**config.mk**
```make
export PLATFORM = sky130hd
export DESIGN_NAME = mbps_track
export DESIGN_NICKNAME = d
export VERILOG_FILES = /design/src/hw/rtl/mbps_pkg.sv /design/src/hw/rtl/mbps_track.sv
export SDC_FILE = /design/constraint.sdc
export NUM_CORES = 1
export LEC_CHECK = 0
export BUFFER_PORTS_ARGS = -buffer_cell sky130_fd_sc_hd__buf_4
export CORE_MARGIN = 2
export CORE_UTILIZATION = 35
export CTS_CLUSTER_SIZE = 24
export DETAILED_ROUTE_END_ITERATION = 6
export GPL_ROUTABILITY_DRIVEN = 0
export GPL_TIMING_DRIVEN = 0
export PLACE_DENSITY_LB_ADDON = 0.08
export RECOVER_POWER = 100
export SKIP_CTS_REPAIR_TIMING = 1
export SYNTH_ARGS = -nofsm -noshare
export SYNTH_HDL_FRONTEND = slang
export SYNTH_SLANG_ARGS = --single-unit
```
**constraint.sdc**
```tcl
create_clock -name clk -period 5.55 [get_ports clk]
set_clock_uncertainty 0.05 [all_clocks]
set_input_delay 0 -clock clk [delete_from_list [all_inputs] [get_ports clk]]
set_output_delay 0 -clock clk [all_outputs]
set_load 0.1 [all_outputs]
```
**src/hw/rtl/mbps_pkg.sv**
```systemverilog
// mbps_pkg: shared types and constants for the masked byte pattern search
// holds register codes, fixed field widths and the item / result structs
// no dependencies
`default_nettype none

package mbps_pkg;

  // fixed field widths
  localparam int PATTERN_BYTES  = 32;
  localparam int CFG_DATA_W     = 64;
  localparam int CFG_INDEX_W    = 3;
  localparam int MASK_W         = 32;
  localparam int LEN_REG_W      = 6;
  localparam int MATCH_OFFSET_W = 32;
  localparam int SEG_INDEX_W    = 8;

  // configuration register indexes
  typedef enum logic [CFG_INDEX_W-1:0] {
    CFG_PATTERN_WORD0   = 3'd0,
    CFG_PATTERN_WORD1   = 3'd1,
    CFG_PATTERN_WORD2   = 3'd2,
    CFG_PATTERN_WORD3   = 3'd3,
    CFG_WILDCARD_MASK   = 3'd4,
    CFG_PATTERN_LENGTH  = 3'd5,
    CFG_FIRST_ONLY      = 3'd6
  } mbps_cfg_e;

  // one input beat
  typedef struct packed {
    logic [7:0] data_byte;
    logic       segment_start;
    logic       scan_start;
    logic       scan_end;
  } mbps_item_t;

  // one result beat
  typedef struct packed {
    logic [SEG_INDEX_W-1:0]    segment_index;
    logic [MATCH_OFFSET_W-1:0] match_offset;
    logic                      no_match;
  } mbps_result_t;

endpackage

`default_nettype wire

```
**src/hw/rtl/mbps_track.sv**
```systemverilog
// mbps_track: segment offset, segment number and found flag; builds the result
// uses mbps_pkg for the item and result structs
`default_nettype none

module mbps_track
  import mbps_pkg::*;
#(
  parameter int OFFSET_BITS   = 32,
  parameter int SEGMENT_COUNT = 256,
  parameter int LEN_W         = 6
) (
  input  wire logic             clk,
  input  wire logic             rst,
  input  wire logic             step,
  input  wire mbps_item_t       item,
  input  wire logic [LEN_W-1:0] len,
  input  wire logic             first_only,
  input  wire logic             hit_raw,
  output logic                  res_valid,
  output mbps_result_t          result
);

  localparam int SEG_W = (SEGMENT_COUNT > 1) ? $clog2(SEGMENT_COUNT) : 1;

  logic [OFFSET_BITS-1:0]    position;
  logic [SEG_W-1:0]          seg_count;
  logic                      found_any;

  logic                      seg_eff;
  logic [OFFSET_BITS-1:0]    pos_eff;
  logic [SEG_W-1:0]          seg_eff_count;
  logic                      found_eff;
  logic [LEN_W-1:0]          len_m1;
  logic                      report;
  logic                      not_found;
  logic [OFFSET_BITS-1:0]    start_pos;
  logic [MATCH_OFFSET_W-1:0] offset_out;
  logic [SEG_INDEX_W-1:0]    seg_out;

  assign seg_eff = item.segment_start | item.scan_start;

  // counters as seen by the current byte
  always_comb begin
    pos_eff   = seg_eff ? '0 : position;
    found_eff = item.scan_start ? 1'b0 : found_any;
    if (item.scan_start) begin
      seg_eff_count = '0;
    end else if (item.segment_start && (seg_count < SEG_W'(SEGMENT_COUNT - 1))) begin
      seg_eff_count = seg_count + 1'b1;
    end else begin
      seg_eff_count = seg_count;
    end
  end

  // match needs a full pattern length inside the segment
  assign len_m1    = len - 1'b1;
  assign start_pos = pos_eff - OFFSET_BITS'(len_m1);
  assign report    = hit_raw && (pos_eff >= OFFSET_BITS'(len_m1)) &&
                     !(first_only && found_eff);
  assign not_found = !report && item.scan_end && !found_eff;

  // fit the start offset and segment number into the result fields
  if (OFFSET_BITS >= MATCH_OFFSET_W) begin : g_off_trunc
    assign offset_out = start_pos[MATCH_OFFSET_W-1:0];
  end else begin : g_off_ext
    assign offset_out = {{(MATCH_OFFSET_W - OFFSET_BITS){1'b0}}, start_pos};
  end

  if (SEG_W >= SEG_INDEX_W) begin : g_seg_trunc
    assign seg_out = seg_eff_count[SEG_INDEX_W-1:0];
  end else begin : g_seg_ext
    assign seg_out = {{(SEG_INDEX_W - SEG_W){1'b0}}, seg_eff_count};
  end

  // result for this byte
  always_comb begin
    res_valid            = report | not_found;
    result.match_offset  = report ? offset_out : '0;
    result.segment_index = report ? seg_out : '0;
    result.no_match      = !report;
  end

  // state update, offset saturates at all ones
  always_ff @(posedge clk) begin
    if (rst) begin
      position  <= '0;
      seg_count <= '0;
      found_any <= 1'b0;
    end else if (step) begin
      position  <= (pos_eff != '1) ? pos_eff + 1'b1 : pos_eff;
      seg_count <= seg_eff_count;
      found_any <= report | found_eff;
    end
  end

endmodule

`default_nettype wire

```
==> results of run 1 <==
==> Yosys cell counts, drive strengths merged (4+ instances only) <==
cell type / n / area share, %
a2111oi: 4 / 1.0
a211o: 5 / 1.1
a21o: 10 / 1.9
a21oi: 55 / 7.0
a31o: 4 / 0.89
a31oi: 6 / 0.95
and2: 10 / 1.6
and3: 20 / 3.2
and4: 10 / 2.2
buf: 6 / 0.98
clkbuf: 45 / 4.3
dfxtp: 41 / 21
ha: 10 / 3.2
inv: 16 / 1.5
mux2: 13 / 3.7
nand2: 40 / 3.8
nand2b: 5 / 0.79
nand3: 24 / 3.0
nand4: 14 / 2.2
nor2: 27 / 2.6
nor3: 26 / 3.3
nor4: 10 / 1.6
o211ai: 18 / 3.4
o21ai: 26 / 3.4
o311ai: 11 / 2.4
o41ai: 5 / 1.1
or2: 6 / 0.95
or3: 16 / 2.5
or4: 8 / 1.6
xnor2: 8 / 1.8
xor2: 10 / 2.2
==> worst reg2reg max path, cell delays in order (launching register included) <==
cell and delay, ns:
dfxtp_1 0.32, or3b_2 0.48, inv_1 0.17, ha_1 0.24, nand4bb_1 0.19, or4_1 0.55, clkbuf_1 0.20, a2111oi_0 1.26
nand4_1 0.21, mux2_2 0.32
==> worst min path at each step <==
stage,slack [ns],endpoint
2_1_floorplan,0.27,position[1]
3_3_place_gp,0.39,res_valid
3_5_place_dp,0.38,res_valid
4_1_cts,0.17,seg_count[2]
5_1_grt,0.19,position[1]
6_report,0.16,position[1]
==> metrics by stage <==
stage	util [%]	hold WS, ns
6_report	42.3	0.156
5_1_grt	42.3	0.187
4_1_cts	42.8	0.170
3_5_place_dp	41.4	0.381
3_3_place_gp	41.4	0.386
2_1_floorplan	-	0.268
==> final cells by class <==
type / instances / area, sq um
inverters: 16 / 60.1
flip-flops and latches: 41 / 821
well taps: 140 / 175
clock inverters: 1 / 5.00
repair buffers: 54 / 360
multi-input cells: 441 / 2850
plain buffers: 51 / 203
fillers: 1175 / 6310
clock buffers: 7 / 153
==> state kept, by name, indices dropped and copies added, names as in the netlist <==
register and cells:
seg_count 8, position 32, found_any 1
==> power by group <==
group / switching (uW) / internal [uW] / total [uW]
sequential: 1.02 / 295 / 296
combinational: 105 / 36.0 / 141
clock: 125 / 191 / 316
==> cells by family (layout without fill, tap and decap cells) <==
kind of cell / count (synthesis) / count (layout) / share of synthesized area (%)
adders and majority gates: 11 / 11 / 3.68
buffers and inverters: 67 / 129 / 6.79
DFF: 41 / 41 / 20.8
AOI/OAI and AO/OA: 172 / 172 / 29.1
xor gates and xnor gates: 18 / 18 / 4.00
and+or+nand+nor: 225 / 225 / 31.3
muxes: 15 / 15 / 4.22
==> routing by layer <==
layer | wire length, um | track usage (%) | up-vias
li1 | - | - | 2214
met1 | 6640 | 32.7 | 2131
met2 | 6370 | 39.0 | 216
met3 | 1010 | 3.00 | 36
met4 | 418 | 8.84 | 0
met5 | 0 | 0 | -
==> run_summary.xml, run 1 <==
<?xml version="1.0" encoding="UTF-8"?>
<metrics>
  <group name="timing">
    <metric name="layout_setup_ws" unit="ns">0.380</metric>
    <metric name="finalSetupViolCount" unit="">0</metric>
    <metric name="timing.final.hold_violations" unit="">0</metric>
    <metric name="finalCritPeriodShare" unit="%">93.2</metric>
    <metric name="max-slew-margin-rel" unit="%">-8.50</metric>
    <metric name="rsz_0062_raised_after_global_routing" unit="">false</metric>
    <metric name="slew_viol_final" unit="">5</metric>
    <metric name="final_period_demand_of_the_worst_path" unit="ns">5.17</metric>
    <metric name="max_freq" unit="MHz">193</metric>
    <metric name="worst_slew_pin_slew" unit="ns">1.59</metric>
    <metric name="fin_tns_setup" unit="ns">0</metric>
  </group>
  <group name="final_layout">
    <metric name="final_cell_area_excluding_filler_cells" unit="sq um">4630</metric>
    <metric name="drive_gt1_share" unit="%">15.2</metric>
    <metric name="nets" unit="">643</metric>
    <metric name="fin_cells" unit="">751</metric>
    <metric name="flow.area_growth_from_synthesis" unit="%">17.5</metric>
    <metric name="most_common_library_cell_in_the_layout_ignoring_fill_and_taps" unit="">a21oi_1</metric>
    <metric name="layout_common_cells" unit="">55 x a21oi_1, 47 x clkbuf_1, 41 x dfxtp_1</metric>
    <metric name="antenna-diode-count" unit="">0</metric>
  </group>
  <group name="setup_path">
    <metric name="arrival" unit="ns">5.30</metric>
    <metric name="termination_of_the_worst_setup_path" unit="">position[22]</metric>
    <metric name="worstReg2RegEnd" unit="">position[22]</metric>
    <metric name="critPathLaunch" unit="">item[2]</metric>
    <metric name="critical_path_cell_with_the_highest_stage_delay" unit="">a2111oi_0</metric>
    <metric name="worst_r2r_startpoint" unit="">position[1]</metric>
    <metric name="worst_setup_path_end_kind" unit="">flop</metric>
    <metric name="critical_path_required" unit="ns">5.68</metric>
    <metric name="worst-r2r-setup-slack" unit="ns">1.45</metric>
    <metric name="max_stage_delay" unit="ns">1.26</metric>
    <metric name="crit_path_start_kind" unit="">input pin</metric>
    <metric name="critical_path_class" unit="">input pin to flop</metric>
    <metric name="worstPathMaxFanout" unit="">10</metric>
    <metric name="cp_top_family" unit="">buffers and inverters</metric>
    <metric name="critical-path-top-cell-by-count" unit="">clkbuf_1</metric>
    <metric name="cp.buffers_inverters" unit="">6</metric>
    <metric name="timing.critical_path.depth" unit="">14</metric>
    <metric name="ff2ff_path_depth" unit="">9</metric>
    <metric name="critical_path.cell_chain" unit="">clkbuf_1, nor2_1, clkbuf_1, clkbuf_1, clkbuf_1, nand2_1, inv_1, ha_1, nand4bb_1, or4_1, clkbuf_1, a2111oi_0, nand4_1, mux2_2</metric>
  </group>
  <group name="synthesis">
    <metric name="syn-instance-count" unit="">549</metric>
    <metric name="number_of_enable_type_register_cells_in_the_synthesized_netlist" unit="">0</metric>
    <metric name="synth.cell_area" unit="sq um">3940</metric>
    <metric name="syn_area_cell" unit="sq um">7.18</metric>
    <metric name="synth.yosys.warnings" unit="">0</metric>
    <metric name="synth_nets" unit="">582</metric>
    <metric name="synthDistinctLibCells" unit="">61</metric>
    <metric name="async_set_reset_flop_share_out_of_synthesis" unit="%">0</metric>
    <metric name="synth_flop_cell" unit="">dfxtp_1</metric>
    <metric name="ys_seq_elements" unit="">41</metric>
    <metric name="fraction_of_the_yosys_area_taken_by_sequential_cells" unit="%">20.8</metric>
  </group>
  <group name="routing">
    <metric name="first_pass_iters" unit="">6</metric>
    <metric name="remaining_drc_errors" unit="">0</metric>
    <metric name="routed_wirelength" unit="um">14400</metric>
    <metric name="wl_per_cell" unit="um">19.2</metric>
    <metric name="ant_nets" unit="">0</metric>
    <metric name="dr_total_vias" unit="">4597</metric>
    <metric name="post_drt_via_cell_ratio" unit="">6.12</metric>
    <metric name="drt-initial-drc-count" unit="">497</metric>
  </group>
  <group name="worst_hold_path">
    <metric name="timing.hold.worst.class" unit="">input pin to flop</metric>
    <metric name="hold-path-cell-count" unit="">4</metric>
    <metric name="hold_path_startpoint" unit="">step</metric>
  </group>
  <group name="die">
    <metric name="coreArea" unit="sq um">10900</metric>
    <metric name="floorplan.initialDensity" unit="%">36.0</metric>
    <metric name="die_outline_area" unit="sq um">12100</metric>
    <metric name="chipWidth" unit="um">110</metric>
    <metric name="die_h" unit="um">110</metric>
    <metric name="placement_rows" unit="">38</metric>
    <metric name="pin_count" unit="">64</metric>
  </group>
  <group name="global_route">
    <metric name="grt_pass1_wl" unit="um">22700</metric>
    <metric name="grt_util_all_layers" unit="%">24.0</metric>
    <metric name="number_of_global_route_vias_before_repair" unit="">4245</metric>
    <metric name="largest_net_degree_at_the_start_of_global_routing" unit="">13</metric>
    <metric name="grt_remaining_overflow" unit="">0</metric>
    <metric name="grt_antenna_before_repair" unit="">0</metric>
  </group>
  <group name="clock_tree">
    <metric name="numClockSinks" unit="">41</metric>
    <metric name="tritoncts_clock_tree" unit="">done</metric>
    <metric name="clk_transition_reported_paths" unit="ns">0.06</metric>
    <metric name="cts_buffers" unit="">5</metric>
    <metric name="htreeDepth" unit="">2</metric>
    <metric name="worst_skew_pair.late_latency" unit="ns">0.29</metric>
    <metric name="clock_tree.buffer_depth" unit="">2</metric>
    <metric name="cts_root_buffer" unit="">clkbuf_16</metric>
  </group>
  <group name="outcome">
    <metric name="failing_checks" unit="">max-capacitance violations, max-slew violations</metric>
    <metric name="status" unit="">complete, but fails checks</metric>
  </group>
  <group name="power_and_ir_drop">
    <metric name="p_total" unit="uW">753</metric>
    <metric name="max-vdd-ir-drop" unit="mV">0.0970</metric>
    <metric name="cellLeakagePower" unit="uW">0.00189</metric>
    <metric name="pwr_density_cell" unit="nW/um^2">163</metric>
  </group>
  <group name="placed_design">
    <metric name="post-dp-hpwl" unit="um">10800</metric>
    <metric name="numPlacedInstances" unit="">743</metric>
    <metric name="port_buffers" unit="">54</metric>
    <metric name="placedInstanceArea" unit="sq um">4530</metric>
    <metric name="place_ws" unit="ns">0.582</metric>
  </group>
  <group name="job">
    <metric name="max_cap_violations" unit="">1</metric>
  </group>
</metrics>
Power figures use the tool's default switching activity.
==> inputs of run 2 (changes only) <==
--- a/config.mk
+++ b/config.mk
@@ -14,6 +14,7 @@
 export GPL_TIMING_DRIVEN = 0
 export PLACE_DENSITY_LB_ADDON = 0.08
 export RECOVER_POWER = 100
+export REMOVE_ABC_BUFFERS = 1
 export SKIP_CTS_REPAIR_TIMING = 1
 export SYNTH_ARGS = -nofsm -noshare
 export SYNTH_HDL_FRONTEND = slang
==> run 2 against run 1 <==
Effect of this change:
- global-route usage fell by 2.4 points
- clock-buffer cell count unchanged
- routed wire length fell by 9.2%
- the flow still finishes with violations (max-capacitance violations, max-slew violations)
- clock power is 1% higher
- non-clock buffer count down 48
- first-iteration DRC count down 29%
- highest routed layer unchanged
- via count is 3.5% lower
- die area unchanged
- sequential cell count stayed put
==> run_summary.xml, run 2 (same netlist as run 1, synthesis figures left out) <==
<?xml version="1.0" encoding="UTF-8"?>
<metrics>
  <group name="die">
    <metric name="placement_rows" unit="">38</metric>
    <metric name="coreArea" unit="sq um">10900</metric>
    <metric name="die_outline_area" unit="sq um">12100</metric>
    <metric name="floorplan.initialDensity" unit="%">36.0</metric>
    <metric name="pin_count" unit="">64</metric>
    <metric name="die_h" unit="um">110</metric>
    <metric name="chipWidth" unit="um">110</metric>
  </group>
  <group name="clock_tree">
    <metric name="htreeDepth" unit="">2</metric>
    <metric name="worst_skew_pair.late_latency" unit="ns">0.29</metric>
    <metric name="tritoncts_clock_tree" unit="">done</metric>
    <metric name="clk_transition_reported_paths" unit="ns">0.07</metric>
    <metric name="clock_tree.buffer_depth" unit="">2</metric>
    <metric name="cts_buffers" unit="">5</metric>
    <metric name="numClockSinks" unit="">41</metric>
    <metric name="cts_root_buffer" unit="">clkbuf_16</metric>
  </group>
  <group name="final_layout">
    <metric name="nets" unit="">595</metric>
    <metric name="antenna-diode-count" unit="">0</metric>
    <metric name="fill_cells" unit="">1203</metric>
    <metric name="drive_gt1_share" unit="%">9.06</metric>
    <metric name="most_common_library_cell_in_the_layout_ignoring_fill_and_taps" unit="">a21oi_1</metric>
    <metric name="registers.top_by_ff_count" unit="">position</metric>
    <metric name="layout_common_cells" unit="">55 x a21oi_1, 41 x dfxtp_1, 40 x nand2_1, 40 x clkbuf_1</metric>
    <metric name="largest_reg_flops" unit="">32</metric>
    <metric name="reg.largest.list" unit="">position: 32 flops, seg_count: 8 flops, found_any: 1 flops</metric>
    <metric name="flow.area_growth_from_synthesis" unit="%">11.2</metric>
  </group>
  <group name="routing">
    <metric name="post_drt_via_cell_ratio" unit="">6.31</metric>
    <metric name="first_pass_iters" unit="">5</metric>
    <metric name="ant_nets" unit="">0</metric>
    <metric name="routed_wirelength" unit="um">13100</metric>
    <metric name="dr_total_vias" unit="">4438</metric>
    <metric name="wl_per_cell" unit="um">18.6</metric>
    <metric name="remaining_drc_errors" unit="">0</metric>
    <metric name="drt-initial-drc-count" unit="">353</metric>
  </group>
  <group name="timing">
    <metric name="max-slew-margin-rel" unit="%">-23.8</metric>
    <metric name="finalSetupViolCount" unit="">0</metric>
    <metric name="rsz_0062_raised_after_global_routing" unit="">false</metric>
    <metric name="worst_slew_pin_slew" unit="ns">1.81</metric>
    <metric name="layout_setup_ws" unit="ns">1.26</metric>
    <metric name="max_freq" unit="MHz">233</metric>
    <metric name="finalCritPeriodShare" unit="%">77.4</metric>
    <metric name="final_period_demand_of_the_worst_path" unit="ns">4.29</metric>
    <metric name="timing.final.hold_violations" unit="">0</metric>
    <metric name="slew_viol_final" unit="">5</metric>
  </group>
  <group name="global_route">
    <metric name="number_of_global_route_vias_before_repair" unit="">3978</metric>
    <metric name="grt_util_all_layers" unit="%">21.7</metric>
    <metric name="grt_remaining_overflow" unit="">0</metric>
    <metric name="grt_pass1_wl" unit="um">20600</metric>
    <metric name="largest_net_degree_at_the_start_of_global_routing" unit="">48</metric>
    <metric name="grt_antenna_before_repair" unit="">0</metric>
  </group>
  <group name="outcome">
    <metric name="status" unit="">complete, but fails checks</metric>
    <metric name="failing_checks" unit="">max-capacitance violations, max-slew violations</metric>
  </group>
  <group name="setup_path">
    <metric name="critical_path_required" unit="ns">5.68</metric>
    <metric name="crit_path_start_kind" unit="">flop</metric>
    <metric name="worst-r2r-setup-slack" unit="ns">1.26</metric>
    <metric name="arrival" unit="ns">4.42</metric>
    <metric name="worstPathMaxFanout" unit="">7</metric>
    <metric name="critical_path_class" unit="">flop to flop</metric>
    <metric name="worst_setup_path_end_kind" unit="">flop</metric>
  </group>
  <group name="placed_design">
    <metric name="port_buffers" unit="">55</metric>
    <metric name="post-dp-hpwl" unit="um">8890</metric>
    <metric name="place_ws" unit="ns">1.99</metric>
  </group>
  <group name="power_and_ir_drop">
    <metric name="p_total" unit="uW">746</metric>
    <metric name="max-vdd-ir-drop" unit="mV">0.109</metric>
    <metric name="pwr_density_cell" unit="nW/um^2">170</metric>
    <metric name="cellLeakagePower" unit="uW">0.00168</metric>
  </group>
  <group name="worst_hold_path">
    <metric name="timing.hold.worst.class" unit="">input pin to flop</metric>
  </group>
  <group name="job">
    <metric name="max_cap_violations" unit="">1</metric>
  </group>
</metrics>
-- run 2: cell count changes in the layout (fill, tap and decap cells not counted), moves of 7 or more --
| cell | previous run | this run |
|---|---|---|
| buf_4 | 36 | 15 |
| clkbuf_2 | 12 | 0 |
| buf_2 | 9 | 0 |
| clkbuf_1 | 47 | 40 |
-- run 2: layout make-up --
cell class,instances,area (sq um),area share (%)
clock inverter,1,5.00,0.114
sequential,41,821,18.7
tap,140,175,4.00
inverter,16,60.1,1.37
clock buffer,7,153,3.48
timing repair buffer,57,310,7.08
multi-input combinational,441,2860,65.2
-- run 2: worst max-delay path: stages (launching register included) --
cell and delay (ns):
dfxtp_1 0.33, or3b_2 0.47, inv_1 0.16, ha_1 0.25
nand4bb_1 0.20, or4_1 0.72, a2111oi_0 1.44, nand4_1 0.23
mux2_2 0.33
-- run 2: through the flow --
stage                     setup TNS (ns)  std cells  area (sq um)  hold WS [ns]  util, %
after floorplan                   -11.36        498          3730        0.0191        -
after global placement            -46.46        693          4320         0.376     39.5
after detailed placement               0        695          4380         0.386     40.1
after CTS                              0        703          4540        0.0860     41.5
after global routing                   0        703          4380         0.107     40.1
final                                  0        703          4380        0.0834     40.1
-- run 2: final timing paths --
path                     from           end  cells after the start
setup / recovery  position[1]  position[22]                      8
hold / removal        item[2]  seg_count[2]                      3
setup reg to reg  position[1]  position[22]                      8
hold reg to reg     found_any     found_any                      2
-- run 2: report_power, final --
part,internal [uW],switching [uW]
registers,295,1.03
logic,31.5,98.2
clock network,191,129
total,518,228
-- run 2: per-layer routing --
layer / wire, um / vias to the layer above / GRT usage [%]
met5: 0 / - / 0
met2: 6080 / 149 / 35.0
met4: 242 / 0 / 7.86
met1: 5980 / 2149 / 29.9
li1: - / 2120 / -
met3: 799 / 20 / 2.18
